`config.mk`:
```
export PLATFORM = sky130hd
export DESIGN_NAME = stsp_front
export DESIGN_NICKNAME = d
export VERILOG_FILES = /design/src/rtl/stsp_pkg.sv /design/src/rtl/stsp_div.sv /design/src/rtl/stsp_front.sv
export SDC_FILE = /design/constraint.sdc
export NUM_CORES = 2
export LEC_CHECK = 0
export BUFFER_PORTS_ARGS = -buffer_cell sky130_fd_sc_hd__buf_4
export CORE_UTILIZATION = 43
export CTS_CLUSTER_DIAMETER = 120
export DETAILED_ROUTE_END_ITERATION = 8
export SLEW_MARGIN = 40
export SYNTH_ARGS = -nofsm -noshare
export SYNTH_HDL_FRONTEND = slang
export SYNTH_SLANG_ARGS = --single-unit
export TNS_END_PERCENT = 100
```
`constraint.sdc`:
```
create_clock -name clk -period 7.3 [get_ports clk]
set_input_delay 0.73 -clock clk [delete_from_list [all_inputs] [get_ports clk]]
set_output_delay 0.73 -clock clk [all_outputs]
set_load 0.01 [all_outputs]
```
`src/rtl/stsp_pkg.sv`:
```
// ----------------------------------------------------------------------------
// stsp_pkg
// Shared constants for the zoom-out transition pixel source: field widths,
// register indexes, reset values and queue depths.
// ----------------------------------------------------------------------------
package stsp_pkg;

  // Field widths fixed by the interface.
  localparam int CFG_W   = 13;
  localparam int IDX_W   = 1;
  localparam int FIELD_W = 12;
  localparam int INDEX_W = 24;

  // Default largest screen dimension.
  localparam int MAX_DIM_DEF = 4096;

  // Configuration register indexes.
  localparam logic [IDX_W-1:0] REG_SCREEN_WIDTH  = 1'd0;
  localparam logic [IDX_W-1:0] REG_SCREEN_HEIGHT = 1'd1;

  // Register values after reset.
  localparam logic [CFG_W-1:0] RESET_WIDTH  = 13'd1024;
  localparam logic [CFG_W-1:0] RESET_HEIGHT = 13'd768;

  // Queue depths, powers of two.
  localparam int MID_DEPTH = 32;
  localparam int OUT_DEPTH = 32;

endpackage

```
`src/rtl/stsp_div.sv`:
```
// ----------------------------------------------------------------------------
// stsp_div
// Pipelined restoring divider, one quotient bit per stage, with a tag that
// travels alongside. The pipeline never stalls.
// ----------------------------------------------------------------------------
module stsp_div #(
  parameter int NW = 26,
  parameter int VW = 13,
  parameter int QW = 13,
  parameter int TW = 1
) (
  input  logic          clk,
  input  logic          rst,
  input  logic          in_valid,
  input  logic [NW-1:0] in_dividend,
  input  logic [VW-1:0] in_divisor,
  input  logic [TW-1:0] in_tag,
  output logic          out_valid,
  output logic [QW-1:0] out_quot,
  output logic [TW-1:0] out_tag
);

  localparam int EW = VW + QW;

  logic [QW:0]   vld;
  logic [NW-1:0] rem  [0:QW];
  logic [VW-1:0] dvs  [0:QW];
  logic [QW-1:0] quo  [0:QW];
  logic [TW-1:0] tag  [0:QW];

  assign vld[0] = in_valid;
  assign rem[0] = in_dividend;
  assign dvs[0] = in_divisor;
  assign quo[0] = '0;
  assign tag[0] = in_tag;

  for (genvar k = 0; k < QW; k++) begin : g_stage
    localparam int J = QW - 1 - k;
    logic [EW-1:0] trial;
    logic          ge;

    // Try to subtract the divisor shifted to this quotient bit.
    always_comb begin
      trial = EW'(dvs[k]) << J;
      ge    = (EW'(rem[k]) >= trial);
    end

    always_ff @(posedge clk) begin
      if (rst) vld[k+1] <= 1'b0;
      else     vld[k+1] <= vld[k];
    end

    always_ff @(posedge clk) begin
      rem[k+1] <= ge ? rem[k] - NW'(trial) : rem[k];
      quo[k+1] <= quo[k] | (QW'(ge) << J);
      dvs[k+1] <= dvs[k];
      tag[k+1] <= tag[k];
    end
  end

  assign out_valid = vld[QW];
  assign out_quot  = quo[QW];
  assign out_tag   = tag[QW];

endmodule

```
`src/rtl/stsp_front.sv`:
```
// ----------------------------------------------------------------------------
// stsp_front
// Front part: takes a step and coordinate, sizes the shrunken window and
// decides whether the pixel falls inside it.
// ----------------------------------------------------------------------------
module stsp_front #(
  parameter int DW = 13,
  parameter int MW = 4 * 13 + 2 * stsp_pkg::FIELD_W + 1
) (
  input  logic                         clk,
  input  logic                         rst,
  input  logic                         in_valid,
  input  logic [stsp_pkg::FIELD_W-1:0] in_step,
  input  logic [stsp_pkg::FIELD_W-1:0] in_x,
  input  logic [stsp_pkg::FIELD_W-1:0] in_y,
  input  logic [DW-1:0]                dim_w,
  input  logic [DW-1:0]                dim_h,
  output logic                         out_valid,
  output logic [MW-1:0]                out_data
);

  localparam int FW = stsp_pkg::FIELD_W;
  localparam int NW = 2 * DW;
  localparam int CW = (DW > FW ? DW : FW) + 1;
  localparam int TW = 3 * FW;

  logic          a_valid;
  logic [NW-1:0] a_prod;
  logic [TW-1:0] a_tag;

  logic          d_valid;
  logic [DW-1:0] d_quot;
  logic [TW-1:0] d_tag;

  logic [FW-1:0] n, x, y;
  logic [CW-1:0] cn, cx, cy, cw, ch, neww, newh, p, q;
  logic          ok, in_window;
  logic [CW-1:0] dx, dy;

  // Product of step and width, ahead of the width ratio divide.
  always_ff @(posedge clk) begin
    if (rst) a_valid <= 1'b0;
    else     a_valid <= in_valid;
  end

  always_ff @(posedge clk) begin
    a_prod <= NW'(in_step) * NW'(dim_w);
    a_tag  <= {in_step, in_x, in_y};
  end

  stsp_div #(.NW(NW), .VW(DW), .QW(DW), .TW(TW)) u_div (
    .clk        (clk),
    .rst        (rst),
    .in_valid   (a_valid),
    .in_dividend(a_prod),
    .in_divisor (dim_h),
    .in_tag     (a_tag),
    .out_valid  (d_valid),
    .out_quot   (d_quot),
    .out_tag    (d_tag)
  );

  // Window geometry and the inside test.
  always_comb begin
    {n, x, y} = d_tag;
    cn   = CW'(n);
    cx   = CW'(x);
    cy   = CW'(y);
    cw   = CW'(dim_w);
    ch   = CW'(dim_h);
    neww = cw - CW'(d_quot);
    newh = ch - cn;
    p    = cn >> 1;
    q    = CW'(d_quot) >> 1;
    ok   = (dim_h != '0) && (dim_w != '0) && (cn < ch) && (cx < cw) && (cy < ch);
    in_window = ok && (neww != '0) && (cx >= q) && (cx < q + neww)
                && (cy >= p) && (cy < p + newh);
    dx   = cx - q;
    dy   = cy - p;
  end

  always_ff @(posedge clk) begin
    if (rst) out_valid <= 1'b0;
    else     out_valid <= d_valid;
  end

  always_ff @(posedge clk) begin
    out_data <= {in_window, x, y, dx[DW-1:0], dy[DW-1:0], neww[DW-1:0], newh[DW-1:0]};
  end

endmodule

```
Word-level counts from Yosys, hierarchy flattened

Cells that the tools add are included.

Register bits after elaboration: 1,246
Bits of input ports: 65
Output and inout port bits: 78
Logic and storage cells: 144

$add $sub $neg: 18
Multiply operators: 1
Bitwise gates (word level): 12
Reductions and logical operators: 12
Mux-type cells: 12
$lt $le $gt $ge: 20

Operators with widths:

| operator           | number |
|---|---|
| $mux 26            | 11 |
| $lt 12x13->1       | 3 |
| $lt 12x14->1       | 2 |
| $ge 26x13->1       | 1 |
| $ge 26x14->1       | 1 |
| $ge 26x15->1       | 1 |
| $ge 26x16->1       | 1 |
| $ge 26x17->1       | 1 |
| $ge 26x18->1       | 1 |
| $ge 26x19->1       | 1 |
| $ge 26x20->1       | 1 |
| $ge 26x21->1       | 1 |
| $ge 26x22->1       | 1 |
| $ge 26x23->1       | 1 |
| $ge 26x24->1       | 1 |
| $reduce_bool 13->1 | 2 |
| $sub 25x25->26     | 1 |
| $sub 26x14->26     | 1 |
| $sub 26x15->26     | 1 |
| $sub 26x16->26     | 1 |
| $sub 26x17->26     | 1 |
| $sub 26x18->26     | 1 |
| $sub 26x19->26     | 1 |
| $sub 26x20->26     | 1 |
| other kinds (29)   | 37 |

Depth between registers and ports, before layout

Word-level depth: 10
Mapped depth: 22
Depth with buffers taken out: 22

Cells and area by module

Synthesis repeated with hierarchy kept, for this count alone.

Cell total of the unflattened synthesis: 4,244
Area total of the unflattened synthesis: 45,128.3 µm²

By module, submodules not included:

| module     | area an instance (µm²) | cells an instance | instances | sequential area each (µm²) |
|---|---|---|---|---|
| stsp_div   | 32,886.5               | 2,886             | 1         | 20,820.0 |
| stsp_front | 12,241.7               | 1,358             | 1         | 2,802.7 |

Worst setup path before layout

No wires, ideal clock.

Path kind: input-to-reg
Start: input port in_step[5] (netlist bit)
End: register a_prod[23] (netlist name)
Data required time: 7.228 ns
Path buffers: 1
Setup time: 0.072 ns
Setup slack: 1.317 ns
Stages on the path: 20
Data arrival time: 5.910 ns
Cell sequence: clkbuf_1 > nand2_1 > fa_1 > fa_1 > fa_1 > inv_1 > fa_1 > inv_1 > fa_1 > inv_1 > ha_1 > a2111oi_0 > o211ai_1 > a31oi_1 > nor2_1 > or4_1 > a21oi_1 > o2111ai_1 > a21oi_1 > xnor2_1

Cells in the longest elaborated chain, start to end: 1

Ends and longest elaborated chain:

| what               | RTL line         | text |
|---|---|---|
| start: declaration | stsp_front.sv:13 | `input logic [stsp_pkg::FIELD_W-1:0] in_step,` |
| $mul 12x13->25     | stsp_front.sv:47 | `a_prod <= NW'(in_step) * NW'(dim_w);` |

Every way passes these cells.
A chain may end at the register's enable or synchronous reset.

Worst setup path after layout

Start: input port dim_w[5]
End: register a_prod[23] (netlist name)

Cells in the longest elaborated chain, start to end: 1

Ends and longest elaborated chain:

| what               | RTL line         | text |
|---|---|---|
| start: declaration | stsp_front.sv:16 | `input logic [DW-1:0] dim_w,` |
| $mul 12x13->25     | stsp_front.sv:47 |  |

Every way passes these cells.

==> results_dict.tcl <==
set metrics [dict create \
    power_switching_mw 7.55 \
    synth_nets 4623 \
    dr.pass1.iters 5 \
    muxShareOfSynthArea 0.0132 \
    hold_viol 0 \
    synth_common_cells "1180 x dfxtp_1, 446 x inv_1, 348 x ha_1" \
    setup_viol 0 \
    synthSimpleGateAreaFrac 0.108 \
    p_seq_frac 0.380 \
    synth_edf_count 0 \
    dpl.hpwl_um 70500 \
    p_leak_nw 23.1 \
    cts_setup_buffers 0 \
    start_kind "primary input" \
    p_per_area_nw_per_um2 446 \
    synthAdderAreaFrac 0.157 \
    post-place-ws_ns 0.976 \
    wire_per_inst_um 16.1 \
    yosysSeqAreaShare 0.535 \
    cts_sinks 1180 \
    fin_total_pwr_mw 22.8 \
    whs_ns 0.107 \
    grt_start_max_net_pins 29 \
    clk_latency_ns 0.73 \
    rsz0062_at_grt "no" \
    placed_area_um2 46700 \
    netlist.top_cell.by_area "dfxtp_1" \
    p_int_mw 15.2 \
    viasPerCell 4.87 \
    crit_family "adder cells" \
    antenna_found_initial 1 \
    avgSynthCellArea_um2 10.8 \
    cp_data_required_time_ns 7.97 \
    synth_cell_types 71 \
    cts_buffers 116 \
    min_period_ns 5.60 \
    tritoncts "yes" \
    wl_um 92700 \
    status "finished, final reports clean" \
    drc 0 \
    path_class "primary input to flip-flop" \
    fin_util 0.502 \
    clock_skew_ns 0.0785 \
    grt_use_total 0.180 \
    synth_ff_type "dfxtp_1" \
    gp_congestion 0.884 \
    area.growth.synth_to_final_pct 15.8 \
    clockPowerShare 0.282 \
    gr-total-overflow 0 \
    ys_async_sr_fraction 0 \
    arrival_ns 6.27 \
    core_area_um2 102000 \
    clk_pin_slew_ns 0.06 \
    grt_pass1_wl_um 148000 \
    yosys-top-cells-area "dfxtp_1 54%, ha_1 9.9%, fa_1 5.8%" \
    crit_slowest_cell "fa_1" \
    start_util 0.434 \
    dieHeight_um 322 \
    grt_pass1_vias 28000 \
    tns_ns 0 \
    syn_inst 4082 \
    drtIter0Drc 1326 \
    design_area_um2 51100 \
    placedCellCount 5540 \
    clock.fmax_ghz 0.179 \
    synth-compound-area-share 0.0947 \
    hp-class "primary input to flip-flop" \
    critPathBufInv 4 \
    io_pins 143 \
    cts_buffer_depth 3 \
    crit_fanout 15 \
    switching_share 0.332 \
    drive_above_1_share 0.0988 \
    setup_ws_ns 1.70 \
    ir_worst_vdd_mv 0.328 \
    synthXorXnorAreaFrac 0.0488 \
    post_cts_resized 0 \
    vias 28100 \
    rows 117 \
    die_area_um2 104000 \
    pwr-share-comb 0.338 \
    instances_no_fill 5761 \
    critical-path-max-stage-delay_ns 0.57 \
    ant_nets 0 \
    synth_top_family_by_area "adder cells" \
    netlist_area_um2 44100 \
    fin_crit_sh 0.767 \
    yosys_warnings 0 \
    numPortBuffers 142 \
    relSlewSlack 0.477 \
    cp-end-kind "flip-flop" \
    ys_ff_latch 1180 \
    crit_top_cell "fa_1" \
    synth.top_cell.area_share 0.535 \
    yosys.cell_count.top_type "dfxtp_1" \
    cts_hold_buffers 0 \
    final_nets 4832 \
    worst_slew_pin_slew_ns 0.777 \
    cap_viol_max_count 0 \
    path_cells "buf_4 > nand2_1 > fa_1 > fa_1 > fa_1 > inv_1 > fa_1 > inv_1 > fa_1 > inv_1 > ha_1 > a2111oi_0 > o211ai_1 > a31oi_1 > nor2_1 > or4_1 > a21oi_1 > o2111ai_1 > a21oi_1 > xnor2_1" \
    cts_root_buffer "clkbuf_16" \
    slew_viol_final 0 \
    cts_max_level 3 \
    fp.dieW_um 322 \
]
==> per-layer routing <==
| layer | routed length (µm) | track usage | vias to the layer above | part of all wire |
|---|---|---|---|---|
| li1 | - | - | 14100 | - |
| met1 | 41500 | 0.226 | 13300 | 0.45 |
| met2 | 44900 | 0.311 | 485 | 0.48 |
| met3 | 3720 | 0.0320 | 165 | 0.040 |
| met4 | 2670 | 0.0618 | 0 | 0.029 |
| met5 | 0 | 0 | - | 0 |
==> logic make-up (layout without fill, tap and decap cells) <==
group,after synthesis,count (layout)
other,0,2
xor gates and xnor gates,246,246
DFF,1180,1180
and+or+nand+nor,955,955
AOI/OAI and AO/OA,668,668
buffers and inverters,504,813
adders and majority gates,476,476
muxes,53,53
==> layout by cell type, fill, tap and decap left out, types with 16 or more instances in the layout <==
cell,Yosys,layout
buf_4,0,148
nand2b_1,51,50
mux2_2,43,43
nand3_1,52,52
inv_1,446,446
bufinv_16,0,18
nand2_1,247,247
o31ai_1,24,24
a21oi_1,218,218
xnor2_1,149,149
a211oi_1,17,17
xor2_1,97,97
nor3_1,54,53
a31oi_1,19,19
clkbuf_8,0,28
a21boi_0,16,16
ha_1,348,348
and2_1,65,65
nor2_1,242,242
nor2b_1,63,63
fa_1,128,128
or4_1,17,17
clkinv_2,0,18
o21a_1,39,39
o21ai_0,159,159
nand4_1,40,40
nor4_1,39,38
o211ai_1,18,18
clkbuf_16,0,116
dfxtp_1,1180,1180
a21o_1,58,57
==> sequential cells by signal, indices dropped and copies added (netlist names), 12 cells and up <==
signal and cells:
u_div.tag 432, u_div.rem 312, u_div.dvs 156, u_div.quo 78, out_data 77, a_tag 36
u_div.out_tag 36, a_prod 25, u_div.out_quot 13, u_div.vld 12
==> worst paths after layout <==
check,startpoint,endpoint,slack (ns),depth (start not counted)
hold reg to reg,u_div.quo[115],u_div.quo[102],0.27,0
setup reg to reg,u_div.out_tag[26],out_data[76],2.45,17
setup / recovery,dim_w[5],a_prod[23],1.70,20
hold / removal,in_y[11],a_tag[11],0.11,1
==> worst reg2reg max path: stages, from the launching register on <==
cell      delay (ns)
dfxtp_1         0.50
inv_1           0.21
ha_1            0.38
o21a_1          0.21
o31a_1          0.13
o31ai_1         0.40
nand3_1         0.17
a21oi_1         0.31
ha_1            0.35
nand3_1         0.10
nand2_1         0.05
a41o_1          0.22
or2_2           0.28
xnor2_1         0.17
ha_1            0.27
a211o_1         0.31
o311a_1         0.41
a211oi_1        0.29
==> power by group through the flow <==
| stage | Clock (mW) | Sequential (mW) | Combinational [mW] |
|---|---|---|---|
| final | 6.42 | 8.66 | 7.69 |
| after global routing | 6.89 | 8.80 | 8.73 |
| after CTS | 6.61 | 8.68 | 7.72 |
| after detailed placement | 0 | 8.81 | 7.64 |
| after global placement | 0 | 8.80 | 7.61 |
| after floorplan | 0 | 8.47 | 5.94 |
==> cell type report <==
cell class	instances	area (µm²)
multi-input combinational	2398	18600
timing repair buffer	149	1120
tap	1368	1710
fill	9268	50600
sequential	1180	23600
clock inverter	62	990
clock buffer	156	3330
inverter	446	1670
antenna	2	5.00
Power figures use the tool's default switching activity.
