`config.mk`:
```
export PLATFORM = sky130hd
export DESIGN_NAME = stsp_back
export DESIGN_NICKNAME = d
export VERILOG_FILES = /design/src/rtl/stsp_pkg.sv /design/src/rtl/stsp_div.sv /design/src/rtl/stsp_back.sv
export SDC_FILE = /design/constraint.sdc
export NUM_CORES = 2
export LEC_CHECK = 0
export BUFFER_PORTS_ARGS = -buffer_cell sky130_fd_sc_hd__buf_2
export CAP_MARGIN = 20
export CORE_ASPECT_RATIO = 0.7
export CORE_MARGIN = 5
export CORE_UTILIZATION = 45
export CTS_CLUSTER_DIAMETER = 120
export DETAILED_ROUTE_END_ITERATION = 12
export SLEW_MARGIN = 10
export SYNTH_ARGS = -nofsm -noshare
export SYNTH_HDL_FRONTEND = slang
export SYNTH_SLANG_ARGS = --single-unit
```
`constraint.sdc`:
```
create_clock -name clk -period 16.5 [get_ports clk]
set_input_delay 3.3 -clock clk [delete_from_list [all_inputs] [get_ports clk]]
set_output_delay 3.3 -clock clk [all_outputs]
set_load 0.01 [all_outputs]
```
`src/rtl/stsp_pkg.sv`:
```
// ----------------------------------------------------------------------------
// stsp_pkg
// Shared constants for the zoom-out transition pixel source: field widths,
// register indexes, reset values and queue depths.
// ----------------------------------------------------------------------------
package stsp_pkg;

  // Field widths fixed by the interface.
  localparam int CFG_W   = 13;
  localparam int IDX_W   = 1;
  localparam int FIELD_W = 12;
  localparam int INDEX_W = 24;

  // Default largest screen dimension.
  localparam int MAX_DIM_DEF = 4096;

  // Configuration register indexes.
  localparam logic [IDX_W-1:0] REG_SCREEN_WIDTH  = 1'd0;
  localparam logic [IDX_W-1:0] REG_SCREEN_HEIGHT = 1'd1;

  // Register values after reset.
  localparam logic [CFG_W-1:0] RESET_WIDTH  = 13'd1024;
  localparam logic [CFG_W-1:0] RESET_HEIGHT = 13'd768;

  // Queue depths, powers of two.
  localparam int MID_DEPTH = 32;
  localparam int OUT_DEPTH = 32;

endpackage

```
`src/rtl/stsp_div.sv`:
```
// ----------------------------------------------------------------------------
// stsp_div
// Pipelined restoring divider, one quotient bit per stage, with a tag that
// travels alongside. The pipeline never stalls.
// ----------------------------------------------------------------------------
module stsp_div #(
  parameter int NW = 26,
  parameter int VW = 13,
  parameter int QW = 13,
  parameter int TW = 1
) (
  input  logic          clk,
  input  logic          rst,
  input  logic          in_valid,
  input  logic [NW-1:0] in_dividend,
  input  logic [VW-1:0] in_divisor,
  input  logic [TW-1:0] in_tag,
  output logic          out_valid,
  output logic [QW-1:0] out_quot,
  output logic [TW-1:0] out_tag
);

  localparam int EW = VW + QW;

  logic [QW:0]   vld;
  logic [NW-1:0] rem  [0:QW];
  logic [VW-1:0] dvs  [0:QW];
  logic [QW-1:0] quo  [0:QW];
  logic [TW-1:0] tag  [0:QW];

  assign vld[0] = in_valid;
  assign rem[0] = in_dividend;
  assign dvs[0] = in_divisor;
  assign quo[0] = '0;
  assign tag[0] = in_tag;

  for (genvar k = 0; k < QW; k++) begin : g_stage
    localparam int J = QW - 1 - k;
    logic [EW-1:0] trial;
    logic          ge;

    // Try to subtract the divisor shifted to this quotient bit.
    always_comb begin
      trial = EW'(dvs[k]) << J;
      ge    = (EW'(rem[k]) >= trial);
    end

    always_ff @(posedge clk) begin
      if (rst) vld[k+1] <= 1'b0;
      else     vld[k+1] <= vld[k];
    end

    always_ff @(posedge clk) begin
      rem[k+1] <= ge ? rem[k] - NW'(trial) : rem[k];
      quo[k+1] <= quo[k] | (QW'(ge) << J);
      dvs[k+1] <= dvs[k];
      tag[k+1] <= tag[k];
    end
  end

  assign out_valid = vld[QW];
  assign out_quot  = quo[QW];
  assign out_tag   = tag[QW];

endmodule

```
`src/rtl/stsp_back.sv`:
```
// ----------------------------------------------------------------------------
// stsp_back
// Back part: scales the window offsets to source coordinates and forms the
// linear source index.
// ----------------------------------------------------------------------------
module stsp_back #(
  parameter int DW = 13,
  parameter int MW = 4 * 13 + 2 * stsp_pkg::FIELD_W + 1,
  parameter int RW = 1 + 2 * stsp_pkg::FIELD_W + stsp_pkg::INDEX_W
) (
  input  logic          clk,
  input  logic          rst,
  input  logic          in_valid,
  input  logic [MW-1:0] in_data,
  input  logic [DW-1:0] dim_w,
  input  logic [DW-1:0] dim_h,
  output logic          out_valid,
  output logic [RW-1:0] out_data
);

  localparam int FW  = stsp_pkg::FIELD_W;
  localparam int IW  = stsp_pkg::INDEX_W;
  localparam int NW  = 2 * DW;
  localparam int CW  = DW > FW ? DW : FW;
  localparam int SW  = (NW + 1 > IW) ? NW + 1 : IW;
  localparam int TXW = 2 * FW;

  logic          i_first;
  logic [FW-1:0] i_x, i_y;
  logic [DW-1:0] i_dx, i_dy, i_neww, i_newh;

  logic          b_valid;
  logic [NW-1:0] b_mx, b_my;
  logic [DW-1:0] b_neww, b_newh;
  logic          b_first;
  logic [TXW-1:0] b_tag;

  logic          qx_valid, qy_valid;
  logic [DW-1:0] qx, qy;
  logic [TXW-1:0] qx_tag;
  logic          qy_first;

  logic [CW-1:0] sx, sy;
  logic [FW-1:0] o_x, o_y;
  logic [SW-1:0] idx;

  assign {i_first, i_x, i_y, i_dx, i_dy, i_neww, i_newh} = in_data;

  // Offsets times the full dimensions.
  always_ff @(posedge clk) begin
    if (rst) b_valid <= 1'b0;
    else     b_valid <= in_valid;
  end

  always_ff @(posedge clk) begin
    b_mx    <= NW'(dim_w) * NW'(i_dx);
    b_my    <= NW'(dim_h) * NW'(i_dy);
    b_neww  <= i_neww;
    b_newh  <= i_newh;
    b_first <= i_first;
    b_tag   <= {i_x, i_y};
  end

  stsp_div #(.NW(NW), .VW(DW), .QW(DW), .TW(TXW)) u_div_x (
    .clk        (clk),
    .rst        (rst),
    .in_valid   (b_valid),
    .in_dividend(b_mx),
    .in_divisor (b_neww),
    .in_tag     (b_tag),
    .out_valid  (qx_valid),
    .out_quot   (qx),
    .out_tag    (qx_tag)
  );

  stsp_div #(.NW(NW), .VW(DW), .QW(DW), .TW(1)) u_div_y (
    .clk        (clk),
    .rst        (rst),
    .in_valid   (b_valid),
    .in_dividend(b_my),
    .in_divisor (b_newh),
    .in_tag     (b_first),
    .out_valid  (qy_valid),
    .out_quot   (qy),
    .out_tag    (qy_first)
  );

  // Pick scaled or unscaled coordinates and build the index.
  always_comb begin
    {o_x, o_y} = qx_tag;
    sx  = qy_first ? CW'(qx) : CW'(o_x);
    sy  = qy_first ? CW'(qy) : CW'(o_y);
    idx = SW'(SW'(sy) * SW'(dim_w)) + SW'(sx);
  end

  always_ff @(posedge clk) begin
    if (rst) out_valid <= 1'b0;
    else     out_valid <= qx_valid && qy_valid;
  end

  always_ff @(posedge clk) begin
    out_data <= {qy_first, sx[FW-1:0], sy[FW-1:0], idx[IW-1:0]};
  end

endmodule

```
## Word-level counts from Yosys, hierarchy flattened

Cells that the tools add are included.

| operators by class | value |
|---|---|
| add/subtract/negate cells | 25 |
| $mul | 3 |
| div/mod/pow operators | 0 |
| $lt $le $gt $ge | 26 |
| equality and inequality tests | 0 |
| shift-type cells | 0 |
| muxes and demuxes | 26 |
| bitwise operators | 24 |
| reductions and logical operators | 0 |

Operator list:

| kind | number |
|---|---|
| $mux W26 | 24 |
| $ge A26 B13 Y1 | 2 |
| $ge A26 B14 Y1 | 2 |
| $ge A26 B15 Y1 | 2 |
| $ge A26 B16 Y1 | 2 |
| $ge A26 B17 Y1 | 2 |
| $ge A26 B18 Y1 | 2 |
| $ge A26 B19 Y1 | 2 |
| $ge A26 B20 Y1 | 2 |
| $ge A26 B21 Y1 | 2 |
| $ge A26 B22 Y1 | 2 |
| $ge A26 B23 Y1 | 2 |
| $ge A26 B24 Y1 | 2 |
| $ge A26 B25 Y1 | 2 |
| $mul A13 B13 Y26 | 2 |
| $sub A26 B14 Y26 | 2 |
| $sub A26 B15 Y26 | 2 |
| $sub A26 B16 Y26 | 2 |
| $sub A26 B17 Y26 | 2 |
| $sub A26 B18 Y26 | 2 |
| $sub A26 B19 Y26 | 2 |
| $sub A26 B20 Y26 | 2 |
| $sub A26 B21 Y26 | 2 |
| $sub A26 B22 Y26 | 2 |
| 18 further kinds | 34 |

| storage, ports and cells | value |
|---|---|
| register bits after elaboration | 1742 |
| bits in latches | 0 |
| memory bits (writable) | 0 |
| bits in read-only memories | 0 |
| bits of input ports | 106 |
| logic and storage cells | 226 |
| memories | 0 |

## Depth between registers and ports, before layout

| logic depth | value |
|---|---|
| depth in word-level cells | 3 |
| depth in mapped cells | 26 |
| gate-level depth less buffers | 24 |

## Modules after synthesis

Synthesis repeated with hierarchy kept, for this count alone.

| second synthesis, totals | value |
|---|---|
| cells, all modules | 7225 |
| area, all modules | 73558.0 sq um |

By module, submodules not included:

| module | instances | cells each | area an instance (sq um) | seq. area each (sq um) |
|---|---|---|---|---|
| stsp_div at u_div_x | 1 | 2694 | 29738.5 | 17697.0 |
| stsp_div at u_div_y | 1 | 2371 | 23572.6 | 11711.2 |
| stsp_back | 1 | 2160 | 20246.9 | 3083.0 |

## Worst setup path after synthesis

Ideal clock, no wire load.

| path | value |
|---|---|
| path type | input to register |
| start | input port dim_w[1] |
| end | register out_data[22] |
| setup time | 0.072 ns |
| arrival time | 8.673 ns |
| setup slack | 7.755 ns |
| stages | 22 |
| path buffers | 1 |
| path through | clkbuf_1 > and2_1 > fa_1 > inv_1 > fa_1 > inv_1 > fa_1 > inv_1 > fa_1 > inv_1 > fa_1 > inv_1 > fa_1 > inv_1 > ha_1 > or3_1 > a21oi_1 > o31ai_1 > or4b_2 > a31o_2 > a21oi_1 > xnor2_1 |

| on the way | value |
|---|---|
| word-level cells in the longest chain between the ends | 2 |

Ends and longest elaborated chain:

| what | RTL line | RTL |
|---|---|---|
| start: declaration | stsp_back.sv:15 | `input logic [DW-1:0] dim_w,` |
| $mul A13 B13 Y24 | stsp_back.sv:93 | `idx = SW'(SW'(sy) * SW'(dim_w)) + SW'(sx);` |
| $add A24 B13 Y24 | stsp_back.sv:93 |  |
| named net idx[22] | stsp_back.sv:45 | `logic [SW-1:0] idx;` |
| end signal: assignment | stsp_back.sv:102 | `out_data <= {qy_first, sx[FW-1:0], sy[FW-1:0], idx[IW-1:0]};` |
| end: declaration | stsp_back.sv:18 | `output logic [RW-1:0] out_data` |

The timed path passes the listed nets, and every way through them passes these cells.
A chain may end at the register's enable or synchronous reset.

## Worst setup path after layout

| path | value |
|---|---|
| start | input port dim_w[4] |
| end | register out_data[23] |

Same word-level chain as after synthesis.

==> summary.md <==
| Metric | Value |
|---|---|
| Xor-xnor portion of the synthesized cell area | 0.05297 |
| Pin count of the biggest net entering global routing | 34 |
| Total Routed Length | 147.4 mm |
| Clock Skew | 67.75 ps |
| Fraction of layout cells with a size suffix above 1 | 0.07512 |
| Hold wc startpoint | u_div_x.quo[76] |
| Detailed-placement wirelength estimate | 114.5 mm |
| Die width | 486.2 microns |
| CP Launch Type | primary input |
| Die height | 343.3 microns |
| Hold Vio Cnt, Final | 0 |
| Asr flop ratio synth | 0 |
| DR DRC count | 0 |
| Yosys warns | 0 |
| Simple-gate area share of the yosys netlist | 0.1245 |
| Initial antenna violation count | 13 |
| H-tree levels | 4 |
| Total grt overflow | 0 |
| Clock latency on the worst-skew pair | 800 ps |
| Slew at the pin closest to its max-slew limit | 1049 ps |
| CP Capture Type | flip-flop |
| ANT nets after route | 0 |
| Synth area leader | dfxtp_1 |
| Fill cells | 14,180 |
| Worst path depth | 21 |
| Slew Viols, Final | 0 |
| Top cells by count, synth | 1,610 x dfxtp_1, 933 x inv_1, 563 x nand2_1, 559 x ha_1, 395 x fa_1 |
| Post-synth EDFFs | 0 |
| Count leader, synth | dfxtp_1 |
| Yosys top cell area share | 0.4512 |
| Outcome | complete, no violations |
| Crit path max fanout | 26 |
| # rows | 122 |
| Critical-path cell list | buf_2 > nand2_1 > fa_1 > fa_1 > inv_1 > fa_1 > fa_1 > fa_1 > inv_1 > fa_1 > inv_1 > ha_1 > nand3_1 > nor2_1 > nand3_1 > o31ai_1 > a21oi_1 > o21ai_0 > a21oi_1 > a21oi_1 > xnor2_1 |
| Reg clk slew, reported paths | 70 ps |
| Sum Neg Setup Slack | 0 ps |
| Main combinational cell family by area after synthesis | adder cells |
| Final setup vio count | 0 |
| Final nets | 8,219 |
| PortBufs | 155 |
| Worst slew margin | 0.2945 |
| CP max-delay cell | o31ai_1 |
| Core area | 158,000 sq um |
| Hold Path End | u_div_x.quo[63] |
| Cell Pwr Density | 229.8 nW/um^2 |
| Area occupied by registers | 32,230 sq um |
| Post-CTS setup buffers | 0 |
| Most used cell, CP | fa_1 |
| Routed vias/inst | 4.945 |
| DRT Pass-1 Iters | 5 |
| Final Cycle Share | 0.5407 |
| Hold buffer count at CTS | 0 |
| Initial Util | 0.4521 |
| Post-synth top flop | dfxtp_1 |
| Multi-input logic area | 35,090 sq um |
| R2R Path End | out_data[23] |
| CP Class | primary input to flip-flop |
| Post-cts resize count | 0 |
| Yosys cell types | 89 |
| Worst path top cell family by delay | adder cells |
| Max-cap violations | 0 |
| Pleak | 36.90 nW |
| Sink Count | 1,610 |
| RSZ-0062 raised after global routing | no |
| Mapped Avg Cell Area | 10.21 sq um |
| CP Data Required Time | 17,150 ps |
| Power Total | 18.33 mW |
| Highest Clock Rate | 112.1 MHz |
| Vias in the first global route | 45,964 |
| CTS root buf | clkbuf_16 |
| Syn Std Cell Area | 71,430 sq um |
| Vias | 46,476 |
| Gate Count Post-Synth | 6,994 |
| Tmin final | 8921 ps |
| CP max stage delay | 830 ps |
| IO Pins | 156 |
| WL per Instance | 15.68 microns |
| GRT Total Usage | 0.1764 |
| Num CTS Buffers | 152 |
| DR iter-0 viols | 3,104 |
| R2R Path Start | u_div_y.out_tag |
| First-pass GRT wire length | 240.2 mm |
| R2R Setup Slk | 9010 ps |
| Post-synthesis mux area share | 0.01447 |
| Syn Nets | 8,054 |
| Synth Area in Adders | 0.2086 |
| Worst vdd ir | 0.3887 mV |
| CP bufs+invs | 4 |
| Compound-cell area share of the yosys netlist | 0.09016 |
| Top cells by area, synth | dfxtp_1 45%, fa_1 11%, ha_1 9.8% |
| Worst r2r path cells | 24 |
| Seq/Total Area, Yosys | 0.4512 |
| DIE AREA | 166,900 sq um |
| Worst endpoint data arrival time | 9580 ps |
| Final estimated routing congestion in global placement | 0.8613 |
| Synth-to-layout area growth | 11.67% |
| Worst hold path class | flip-flop to flip-flop |
| Hold Path Depth | 0 |
| CTS tree | built |
| CTS max path bufs | 3 |
| Synth Register Bits | 1,610 |
-- state kept, by name, indices dropped and copies added, names as in the netlist, 13 cells and up --
register,cells
b_my,26
u_div_y.out_quot,13
u_div_x.tag,288
b_neww,13
u_div_y.quo,78
b_mx,26
out_data,49
u_div_x.rem,312
u_div_x.out_tag,24
u_div_x.quo,78
b_tag,24
u_div_x.out_quot,13
u_div_y.dvs,156
u_div_y.rem,312
u_div_x.dvs,156
b_newh,13
-- how the worst max path moves through the flow --
stage	startpoint	end
after global placement	dim_w[1]	out_data[23]
after detailed placement	dim_w[1]	out_data[23]
after global routing	dim_w[4]	out_data[23]
after floorplan	dim_w[1]	out_data[22]
final	dim_w[4]	out_data[23]
after CTS	dim_w[1]	out_data[23]
-- power breakdown --
group,switching (mW),internal (mW)
logic,4.94,4.02
registers,0.664,5.09
clock network,1.54,2.07
total,7.14,11.2
-- cell usage in the layout (no fill, tap or decap), types with 60 or more instances in the layout --
cell type and n:
a21o_1 125, mux2_2 66, ha_1 559, fa_1 395
nor2_1 305, inv_1 933, nor4_1 67, xor2_1 200
clkbuf_16 152, a21oi_1 360, nand2b_1 60, o21ai_0 262
xnor2_1 232, dfxtp_1 1609, nor2b_1 92, and2_1 242
nand3_1 63, nand2_1 563, nor3_1 108, buf_2 155
-- metrics by stage --
step / util / instance area [sq um] / instances / setup WS, ps / hold WS (ps)
after floorplan: - / 71430 / 6994 / 7755 / 309.6
after global placement: 0.4703 / 74310 / 9109 / 7033 / 309.6
after detailed placement: 0.4705 / 74330 / 9111 / 6983 / 312.1
after CTS: 0.5046 / 79720 / 9388 / 7827 / 302.5
after global routing: 0.5048 / 79760 / 9394 / 7277 / 309.3
final: 0.5049 / 79770 / 9399 / 7579 / 305.0
-- cells by family (layout without fill, tap and decap cells) --
| group | Yosys count | count (layout) |
|---|---|---|
| adder cells (fa/ha/maj) | 954 | 954 |
| AND/OR/NAND/NOR | 1763 | 1763 |
| XOR/XNOR | 432 | 432 |
| other | 0 | 9 |
| flip-flops | 1610 | 1610 |
| buffers and inverters | 1093 | 1381 |
| multiplexers | 94 | 94 |
| AO/OA/AOI/OAI | 1048 | 1048 |
-- routing by layer --
metal  vias to the layer above  global-route usage  share of wire
met4                        10             0.05653          0.027
li1                      23194                   -              -
met1                     21929              0.2600           0.50
met3                       250             0.03693          0.056
met5                         -                   0        0.00045
met2                      1093              0.2587           0.41
-- layout make-up --
cell class / count / area share
well taps: 2108 / 0.03307
inverters: 937 / 0.04409
multi-input cells: 4291 / 0.4399
flip-flops and latches: 1610 / 0.4041
diodes: 9 / 0.0002823
clock inverters: 72 / 0.01427
clock buffers: 205 / 0.05332
repair buffers: 167 / 0.01104
-- worst register-to-register path: cells and delay by family (launching register included) --
| family | cells | cell delay, ps |
|---|---|---|
| AOI/OAI and AO/OA | 6 | 1690 |
| xor gates and xnor gates | 1 | 130 |
| adders and majority gates | 7 | 3170 |
| buffers and inverters | 7 | 790 |
| DFF | 1 | 320 |
| muxes | 1 | 600 |
| and+or+nand+nor | 2 | 650 |
(Power assumes the default switching activity.)
