===== config.mk =====
export PLATFORM = sky130hd
export DESIGN_NAME = stsp_fifo
export DESIGN_NICKNAME = d
export VERILOG_FILES = /design/src/rtl/stsp_pkg.sv /design/src/rtl/stsp_fifo.sv
export SDC_FILE = /design/constraint.sdc
export NUM_CORES = 1
export LEC_CHECK = 0
export BUFFER_PORTS_ARGS = -buffer_cell sky130_fd_sc_hd__buf_2
export CAP_MARGIN = 20
export CORE_AREA = 2 2 97 193
export DETAILED_ROUTE_END_ITERATION = 7
export DIE_AREA = 0 0 99 195
export PLACE_DENSITY_LB_ADDON = 0.08
export SYNTH_ARGS = -nofsm -noshare
export SYNTH_HDL_FRONTEND = slang
export SYNTH_SLANG_ARGS = --single-unit

===== constraint.sdc =====
create_clock -name clk -period 3.7 [get_ports clk]
set_clock_uncertainty 0.1 [all_clocks]
set_input_delay 0.74 -clock clk [delete_from_list [all_inputs] [get_ports clk]]
set_output_delay 0.74 -clock clk [all_outputs]
set_load 0.01 [all_outputs]

===== src/rtl/stsp_pkg.sv =====
// ----------------------------------------------------------------------------
// stsp_pkg
// Shared constants for the zoom-out transition pixel source: field widths,
// register indexes, reset values and queue depths.
// ----------------------------------------------------------------------------
package stsp_pkg;

  // Field widths fixed by the interface.
  localparam int CFG_W   = 13;
  localparam int IDX_W   = 1;
  localparam int FIELD_W = 12;
  localparam int INDEX_W = 24;

  // Default largest screen dimension.
  localparam int MAX_DIM_DEF = 4096;

  // Configuration register indexes.
  localparam logic [IDX_W-1:0] REG_SCREEN_WIDTH  = 1'd0;
  localparam logic [IDX_W-1:0] REG_SCREEN_HEIGHT = 1'd1;

  // Register values after reset.
  localparam logic [CFG_W-1:0] RESET_WIDTH  = 13'd1024;
  localparam logic [CFG_W-1:0] RESET_HEIGHT = 13'd768;

  // Queue depths, powers of two.
  localparam int MID_DEPTH = 32;
  localparam int OUT_DEPTH = 32;

endpackage


===== src/rtl/stsp_fifo.sv =====
// ----------------------------------------------------------------------------
// stsp_fifo
// Register-based queue. The owner keeps it from overflowing by credit.
// ----------------------------------------------------------------------------
module stsp_fifo #(
  parameter int DEPTH = stsp_pkg::MID_DEPTH,
  parameter int WIDTH = 8
) (
  input  logic             clk,
  input  logic             rst,
  input  logic             wr_en,
  input  logic [WIDTH-1:0] wr_data,
  input  logic             rd_en,
  output logic [WIDTH-1:0] rd_data,
  output logic             empty
);

  localparam int AW = $clog2(DEPTH);

  logic [WIDTH-1:0] mem [0:DEPTH-1];
  logic [AW:0]      wr_ptr;
  logic [AW:0]      rd_ptr;

  // Pointers carry one extra bit so that full and empty differ.
  always_ff @(posedge clk) begin
    if (rst) begin
      wr_ptr <= '0;
      rd_ptr <= '0;
    end else begin
      if (wr_en) wr_ptr <= wr_ptr + 1'b1;
      if (rd_en) rd_ptr <= rd_ptr + 1'b1;
    end
  end

  // Storage write.
  always_ff @(posedge clk) begin
    if (wr_en) mem[wr_ptr[AW-1:0]] <= wr_data;
  end

  assign rd_data = mem[rd_ptr[AW-1:0]];
  assign empty   = (wr_ptr == rd_ptr);

endmodule


; Yosys cells after proc, flatten, opt, wreduce, memory -nomap -nowiden
; Memory sizes are Yosys's and may differ from the RTL's. A register that Yosys moved wholly into a read port is not among the register bits.
; Index checks and enable logic that the tools add are counted.
[classes]
order_cmp = 0
bitwise_logic = 0
n_mul = 0
reduce_logical = 0
n_mux = 4
n_eq_ne = 1
shifts = 0
addsub = 2
div = 0
[op_table]
columns = cell, n
row1 = $add A6 B1 Y6 const B, 2
row2 = $mux W5, 2
row3 = $eq A6 B6 Y1, 1
row4 = $mux W1, 2
[totals]
out_inout_bits = 9
latch_bits = 0
ram_bits = 256
rom_bits = 0
mem_count = 1
reg_bits = 12
[mem_list]
columns = name, depth, width, read_ports, rd_ports_with_merged_regs, write_ports, line
row1 = mem, 32, 8, 1, 1, 1, stsp_fifo.sv:20  ; logic [WIDTH-1:0] mem [0:DEPTH-1];

; Longest topological paths before layout
; Gate-level depths: netlist (run 1).
[depth]
ltp_word = 3
ltp_mapped = 5

; Worst setup path before layout (run 1)
; No wires, ideal clock.
[synth_timing]
kind = register -> output
start = register (tool-made name)
end = output rd_data[0]
required_ns = 2.860
slack_ns = 0.847
arrival_ns = 2.013
path_stages_with_launch = 6
n_path_buf = 2
cell_sequence = dfxtp_1 -> clkbuf_1 -> buf_1 -> mux4_2 -> mux4_2 -> mux2_2
[synth_rtl]
columns = element, line
row1 = end: declaration, stsp_fifo.sv:14  ; output logic [WIDTH-1:0] rd_data,

==> flow_summary.yaml, run 1 <==
critical_path:
  cpMaxStageDelayCell: "mux4_2"
  r2r_start: "wr_ptr[2]"
  worstRegToRegCells: 2
  worstPathArrival_ps: 2770
  path_class: "reg2out"
  endpoint_kind: "primary output"
  slowest_delay_ps: 530
  cp.required_ps: 2860
  startpoint_type: "register"
  crit_chain: "buf_12, buf_12, mux4_2, mux4_2, mux2_2, buf_2"
  path_max_fanout: 16
grt:
  top_usage_layer: "met2"
  antenna_found_initial: 0
  grt.total_usage_pct: 23.3
  grt_max_degree: 33
  grt-ovfl-total: 0
  use_met3_pct: 4.51
  met2_usage_pct: 40.4
  grt_pass1_vias: 4977
  use_met1_pct: 29.7
  grt_pass1_wl_mm: 32.1
cts:
  cts-buffers-inserted: 22
  htree_levels: 1
  clk_latency_ps: 510
  post_cts_resized: 0
  cts-root-buf: "clkbuf_16"
  clk_path_buf_depth: 3
  clock_sinks: 273
  clk_pin_slew_ps: 70
  cts_tree: "yes"
run:
  drv_cap: 0
synth:
  synth_edf_count: 256
  async_reset_ff_share_pct: 0
  syn_nets: 497
  ys_ff_latch: 273
  ys.warnings.count: 0
  synth_cell_types: 24
  syn_avg_cell_area_um2: 22.0
  yosysSeqAreaShare_pct: 76.0
  syn_area_um2: 10600
  synthCells: 480
  synthFlopType: "edfxtp_1"
final_layout:
  n_antenna_cell: 0
  final_common_cell: "edfxtp_1"
  fin_nets: 529
  final_cell_mix: "edfxtp_1, mux4_2, nor2_1, clkbuf_16, buf_2"
  stdcell_count: 741
  area_growth_pct: 10.5
  nFillCells: 1123
  drive_above_1_share_pct: 30.1
  utilization_pct: 66.0
floorplanning:
  io-pin-count: 21
  fp.dieW_um: 99
  std_cell_rows: 69
  initial_core_util_pct: 59.7
  die-area_um2: 19300
  core_area_um2: 17700
  fp.dieH_um: 195
routing:
  drt_first_pass_iters: 4
  vias_per_cell: 6.40
  post_drt_wl_per_cell_um: 29.2
  vias: 4744
  drt_first_iter_violations: 385
  drc: 0
  drt_wl_total_mm: 21.7
  postRouteAntennaNets: 0
place:
  dpl.hpwl_mm: 14.3
  dp.cells: 698
  gp_congestion: 0.805
  portBuffers: 20
min_path:
  hold_path.startpoint: "rd_ptr[5]"
  min_path_type: "reg2reg"
  min_delay_path_depth: 2
power:
  p_leak_nw: 3.59
  peakVddDrop_mv: 0.534
  p_per_area_nw_per_um2: 518
  p_total_w: 0.00606
sta:
  drv_slew: 0
  rsz0062_at_grt: "no"
  finalCriticalPeriod_ps: 3610
  setup_tns_ps: 0
  whs_ps: 400
  hold_violations: 0
  period_share_pct: 97.5
  slew_headroom_pct: 36.1
  tightest_slew_ps: 955
  fmax_mhz: 277
  finalSetupViolCount: 0
run_status:
  status: "completed"
[synth_stat cells (all sizes together), types with 5 or more instances]
| cell type | count | area, um^2 |
|---|---|---|
| buf | 17 | 95.1 |
| clkbuf | 7 | 26.3 |
| dfxtp | 17 | 340 |
| edfxtp | 256 | 7690 |
| ha | 5 | 62.6 |
| mux2 | 8 | 90.1 |
| mux4 | 80 | 1800 |
| nand2 | 8 | 30.0 |
| nand4 | 5 | 31.3 |
| nor2 | 45 | 169 |
| xnor2 | 6 | 52.6 |
| xor2 | 8 | 70.1 |
[layer usage]
| layer | vias up | part of all wire, % |
|---|---|---|
| li1 | 2039 | - |
| met1 | 2496 | 35 |
| met2 | 178 | 55 |
| met3 | 31 | 7.2 |
| met4 | 0 | 2.9 |
| met5 | - | 0 |
[final timing paths]
path                            slack (ps)    endpoint
worst max-delay path                    90  rd_data[0]
worst min-delay path                   400   rd_ptr[5]
worst max register to register        1250  mem[31][6]
worst min register to register         400   rd_ptr[5]
[where the power goes]
group	internal [W]	switching, W	leakage [nW]
clock network	0.00126	0.00100	0.362
logic	0.000177	0.000203	0.780
registers	0.00340	0.0000172	2.45
total	0.00483	0.00122	3.59
[sequential cells by signal (all words and copies together), names as in the netlist, named ones only]
register and count:
mem 256, rd_ptr 6, wr_ptr 6
[cells by family after synthesis]
kind of cell,after synthesis,share of synthesized area (%)
flip-flops,273,76.0
multiplexers,90,18.1
AND/OR/NAND/NOR,68,2.79
buffers and inverters,26,1.22
XOR/XNOR,14,1.16
adder cells (fa/ha/maj),5,0.592
AO/OA/AOI/OAI,4,0.189
[worst max-delay path: cells and delay by family, from the launching register on]
kind                   cells  cell delay (ps)
buffers and inverters      3              510
flip-flops                 1              410
multiplexers               3             1320
[stage by stage]
stage	area (um^2)	worst slack, ps
6_report	11700	94.2
4_1_cts	11700	63.9
2_1_floorplan	10600	847
3_5_place_dp	10900	458
3_3_place_gp	10900	469
5_1_grt	11700	26.3
[repair_timing]
item / CTS / global route
setup endpoints to repair: 8 / 0
hold buffers: 0 / 0
setup buffers: 3 / 0
[final cells by class]
cell class                      instances  area [um^2]  share of cell area (%)
Tap cell                              213          267                    2.28
Clock buffer                           30          664                    5.69
Clock inverter                         10         46.3                   0.396
Timing Repair Buffer                   32          253                    2.16
Sequential cell                       273         8030                    68.8
Multi-Input combinational cell        181         2410                    20.6
Inverter                                2         7.51                  0.0643
Note: power is estimated with default switching activity, not from simulation.
==> inputs of run 2 (changes only) <==
--- a/config.mk
+++ b/config.mk
@@ -5,11 +5,12 @@
 export SDC_FILE = /design/constraint.sdc
 export NUM_CORES = 1
 export LEC_CHECK = 0
+export ABC_AREA = 1
 export BUFFER_PORTS_ARGS = -buffer_cell sky130_fd_sc_hd__buf_2
 export CAP_MARGIN = 20
-export CORE_AREA = 2 2 97 193
+export CORE_AREA = 2 2 101 200
 export DETAILED_ROUTE_END_ITERATION = 7
-export DIE_AREA = 0 0 99 195
+export DIE_AREA = 0 0 103 202
 export PLACE_DENSITY_LB_ADDON = 0.08
 export SYNTH_ARGS = -nofsm -noshare
 export SYNTH_HDL_FRONTEND = slang
==> flow_summary.yaml, run 2 <==
run_status:
  status: "completed"
grt:
  grt_pass1_vias: 6986
  grt-ovfl-total: 0
  grt_max_degree: 129
  grt_pass1_wl_mm: 39.0
  antenna_found_initial: 0
  grt.total_usage_pct: 25.2
synth:
  synthMuxAreaShare_pct: 0
  synthFlopType: "edfxtp_1"
  synth-xor-area-share_pct: 0.232
  synth_common_cells: "nand2_1, edfxtp_1, nand3_1, nor2_1, buf_6"
  synth_top_cell_by_area: "edfxtp_1"
  ys.warnings.count: 0
  synth_edf_count: 256
  synthCells: 1005
  synth_most_common_cell: "nand2_1"
  synth_top_family_by_area: "simple AND/OR/NAND/NOR gates"
  syn_nets: 1022
  yosysSeqAreaShare_pct: 70.8
  yosys.area_share.adder_pct: 0.552
  synth-simple-area-share_pct: 23.1
  synth_top_area_share_pct: 67.8
  async_reset_ff_share_pct: 0
  synth_cell_types: 22
  synth-compound-area-share_pct: 0.839
  syn_avg_cell_area_um2: 11.3
  ys_ff_latch: 273
  syn_area_um2: 11300
  synth_area_leaders: "edfxtp_1, nand2_1, nand3_1, dfxtp_1, buf_6"
final_layout:
  n_antenna_cell: 0
  nFillCells: 1579
  final_common_cell: "nand2_1"
  final_area_um2: 12100
  utilization_pct: 63.0
  stdcell_count: 1278
  final_cell_mix: "nand2_1, edfxtp_1, nand3_1, nor2_1, clkbuf_16"
  fin_nets: 1022
  largest_reg_flops: 256
  drive_above_1_share_pct: 6.67
  area_growth_pct: 7.09
critical_path:
  slowest_delay_ps: 610
  path_class: "reg2out"
  r2r_end: "mem[15][5]"
  cpMaxStageDelayCell: "buf_4"
  cp_num_buf_inv: 2
  cp_common_cell: "nand2_1"
  cp.required_ps: 2860
  worstRegToRegCells: 5
  path_max_fanout: 64
  r2r_start: "wr_ptr[0]"
  r2r_slack_ps: 1380
  endpoint: "rd_data[6]"
  endpoint_kind: "primary output"
  startpoint_type: "register"
  crit_chain: "buf_4, nand3_1, nand3_1, nand2_1, nand2_1, nand2_1, nand2_1, nand2_1, buf_2"
  crit_cells: 9
  critPathTopFamily: "simple AND/OR/NAND/NOR gates"
  worstPathArrival_ps: 2360
routing:
  postRouteAntennaNets: 0
  post_drt_wl_per_cell_um: 20.0
  drt_first_pass_iters: 5
  vias_per_cell: 5.54
  vias: 7079
  drc: 0
  drt_wl_total_mm: 25.5
  drt_first_iter_violations: 503
place:
  dp.cells: 1239
  post_dp_cell_area_um2: 11400
  place_ws_ps: 1040
  dpl.hpwl_mm: 15.8
  portBuffers: 20
  gp_congestion: 0.823
cts:
  cts_tree: "yes"
  post_cts_buffers: 0
  cts-buffers-inserted: 23
  cts-root-buf: "clkbuf_16"
  post_cts_resized: 0
  clk_path_buf_depth: 3
  clk_pin_slew_ps: 70
  clock_sinks: 273
  clk_latency_ps: 510
  htree_levels: 1
  cts_hold_buf: 0
sta:
  rsz0062_at_grt: "no"
  slew_headroom_pct: 37.3
  drv_slew: 0
  hold_violations: 0
  finalCriticalPeriod_ps: 3200
  layout_setup_ws_ps: 501
  period_share_pct: 86.5
  finalSetupViolCount: 0
  setup_tns_ps: 0
  tightest_slew_ps: 937
  fmax_mhz: 313
floorplanning:
  fp.dieW_um: 103
  fp.dieH_um: 202
  std_cell_rows: 72
  initial_core_util_pct: 58.8
  io-pin-count: 21
  die-area_um2: 20800
  core_area_um2: 19300
power:
  pwr-share-comb_pct: 7.7
  peakVddDrop_mv: 0.450
  p_seq_share_pct: 55.4
  power_frac_clock_pct: 36.9
  netSwitchingFraction_pct: 22.5
  switchingPower_w: 0.00138
  p_int_w: 0.00476
  p_leak_nw: 4.44
  p_per_area_nw_per_um2: 506
min_path:
  hold_path.startpoint: "rst"
  min_path_type: "in2reg"
run:
  drv_cap: 0
-- run 2: changes by cell type after synthesis, sizes merged, moves of 4 or more --
cell / previous run / this run
a21oi: 2 / 11
buf: 17 / 48
inv: 2 / 19
mux2: 8 / 0
mux4: 80 / 0
nand2: 8 / 384
nand3: 2 / 198
nand4: 5 / 1
nor2: 45 / 41
o21ai: 2 / 8
xnor2: 6 / 1
xor2: 8 / 2
-- run 2: cell families (layout without fill, tap and decap cells) --
logic type,after synthesis,after routing
and+or+nand+nor,629,629
DFF,273,273
buffers and inverters,76,90
AOI/OAI and AO/OA,19,19
adders and majority gates,5,5
xor gates and xnor gates,3,3
-- run 2: how the worst min path moves through the flow --
stage	to	slack, ps	cells past startpoint
3_5_place_dp	wr_ptr[5]	400	2
3_3_place_gp	wr_ptr[5]	390	2
4_1_cts	wr_ptr[1]	350	2
6_report	wr_ptr[1]	360	2
5_1_grt	wr_ptr[1]	350	2
2_1_floorplan	register	360	1
-- run 2: worst reg2reg max path, cell delays in order (launching register included) --
cell and delay, ps:
dfxtp_1 480, ha_1 200, nand2_1 310, inv_1 240, nand2_1 90, nor2_1 550
-- run 2: layout make-up --
class	count	area [um^2]	share of cell area [%]
inverter	19	72.6	0.598
sequential	273	8030	66.1
clock inverter	8	37.5	0.309
tap	259	324	2.67
clock buffer	31	657	5.41
multi-input combinational	656	2810	23.1
timing repair buffer	32	215	1.77
-- run 2: per-layer routing --
layer	GRT usage (%)	vias up	wire, um
met2	44.5	196	13700
met1	32.2	3392	9960
met5	0	-	0
met3	2.80	36	1230
met4	7.89	0	662
li1	-	3455	-
-- run 2: metrics by stage --
stage	hold WS [ps]	total power, W
floorplan	357	0.00380
global placement	391	0.00394
detailed placement	398	0.00395
CTS	348	0.00617
global route	346	0.00635
finish	355	0.00615
-- run 2: power by group through the flow --
| stage | Combinational [W] | Sequential (W) | Clock (W) |
|---|---|---|---|
| 2_1_floorplan | 0.000327 | 0.00347 | 0 |
| 3_3_place_gp | 0.000471 | 0.00347 | 0 |
| 3_5_place_dp | 0.000479 | 0.00347 | 0 |
| 4_1_cts | 0.000481 | 0.00341 | 0.00229 |
| 5_1_grt | 0.000530 | 0.00341 | 0.00242 |
| 6_report | 0.000475 | 0.00341 | 0.00227 |
==> inputs of run 3 (changes only) <==
==> constraint.sdc (replaced) <==
create_clock -name clk -period 3.7 [get_ports clk]
set_clock_uncertainty 0.1 [all_clocks]
set_input_delay 0.925 -clock clk [delete_from_list [all_inputs] [get_ports clk]]
set_output_delay 0.925 -clock clk [all_outputs]
set_load 0.01 [all_outputs]
==> flow_summary.yaml, run 3 (same netlist as run 2, synthesis figures left out) <==
run_status:
  status: "completed"
power:
  p_per_area_nw_per_um2: 514
  p_leak_nw: 4.48
  p_total_w: 0.00629
  peakVddDrop_mv: 0.407
sta:
  fmax_mhz: 282
  rsz0062_at_grt: "no"
  period_share_pct: 95.9
  drv_slew: 0
  tightest_slew_ps: 884
  finalSetupViolCount: 0
  finalCriticalPeriod_ps: 3550
  setup_tns_ps: 0
  hold_violations: 0
  slew_headroom_pct: 40.9
critical_path:
  cpMaxStageDelayCell: "clkinv_2"
  path_max_fanout: 31
  worstPathArrival_ps: 2520
  startpoint_type: "register"
  critPathTopFamily: "buffers and inverters"
  cp.required_ps: 2670
  cp_num_buf_inv: 3
  cp_common_cell: "nand2_1"
  crit_chain: "clkinv_2, buf_12, nand2_1, nand3_1, nand3_1, nand2_1, nand2_1, nand2_1, nand2_1, nand2_1, buf_2"
  endpoint_kind: "primary output"
  slowest_delay_ps: 390
  path_class: "reg2out"
routing:
  post_drt_wl_per_cell_um: 20.3
  postRouteAntennaNets: 0
  drt_first_pass_iters: 7
  drt_wl_total_mm: 26.0
  vias: 7182
  met1_length_mm: 9.60
  wl_met3_mm: 1.34
  drt_first_iter_violations: 571
  drc: 0
  top_layer_used: "met4"
  vias_per_cell: 5.60
  route.met2.wl_mm: 14.2
final_layout:
  area_growth_pct: 7.99
  final_cell_mix: "nand2_1, edfxtp_1, nand3_1, nor2_1, clkbuf_16"
  final_common_cell: "nand2_1"
  n_antenna_cell: 0
  fin_nets: 1024
  largest_reg_flops: 256
  drive_above_1_share_pct: 7.23
cts:
  clk_latency_ps: 520
  cts-root-buf: "clkbuf_16"
  post_cts_resized: 0
  cts_tree: "yes"
  cts_hold_buf: 0
  clk_path_buf_depth: 3
  clk_pin_slew_ps: 70
  post_cts_buffers: 0
  cts-buffers-inserted: 23
  htree_levels: 1
  clock_sinks: 273
place:
  gp_congestion: 0.843
  portBuffers: 20
  dpl.hpwl_mm: 16.2
run:
  drv_cap: 0
floorplanning:
  fp.dieW_um: 103
  core_area_um2: 19300
  initial_core_util_pct: 58.8
  std_cell_rows: 72
  io-pin-count: 21
  fp.dieH_um: 202
  die-area_um2: 20800
grt:
  antenna_found_initial: 0
  grt-ovfl-total: 0
  grt_pass1_vias: 7149
  grt.total_usage_pct: 26.0
  grt_pass1_wl_mm: 39.7
  grt_max_degree: 129
min_path:
  min_path_type: "reg2reg"
==> run 3: worst paths after layout <==
kind	from	endpoint	slack, ps	cells past startpoint
setup reg to reg	wr_ptr[0]	mem[15][7]	1390	5
hold / removal	wr_ptr[5]	wr_ptr[5]	410	2
hold reg to reg	wr_ptr[5]	wr_ptr[5]	410	2
setup / recovery	register	rd_data[7]	150	11
==> run 3: routing by layer <==
layer / track usage (%) / vias to the layer above
met5: 0 / -
met4: 10.2 / 0
met1: 31.9 / 3464
met3: 2.84 / 53
met2: 45.9 / 207
li1: - / 3458
==> run 3: layout make-up <==
| class | instances | area [um^2] |
|---|---|---|
| fill | 1594 | 7030 |
| clock inverter | 15 | 156 |
| timing repair buffer | 34 | 268 |
| multi-input combinational | 656 | 2810 |
| tap | 259 | 324 |
| inverter | 19 | 72.6 |
| clock buffer | 26 | 587 |
| sequential | 273 | 8030 |
==> run 3: metrics by stage <==
stage	cells	hold slack (ps)	utilization (%)	setup WS, ps	instance area [um^2]
3_5_place_dp	1241	398	59.7	707	11500
3_3_place_gp	1241	385	59.7	707	11500
6_report	1282	405	63.5	153	12200
4_1_cts	1282	407	63.5	152	12200
2_1_floorplan	1005	357	-	1430	11300
5_1_grt	1282	448	63.5	48.0	12200
==> run 3: report_power, final <==
group	total [W]	leakage [nW]	switching, W	internal [W]
logic	0.000479	1.67	0.000347	0.000132
registers	0.00341	2.45	0.0000116	0.00339
clock network	0.00240	0.365	0.00105	0.00136
==> run 3: worst min-delay path: stages (launching register included) <==
cell and delay (ps):
dfxtp_1 320, inv_1 80, a21oi_1 60
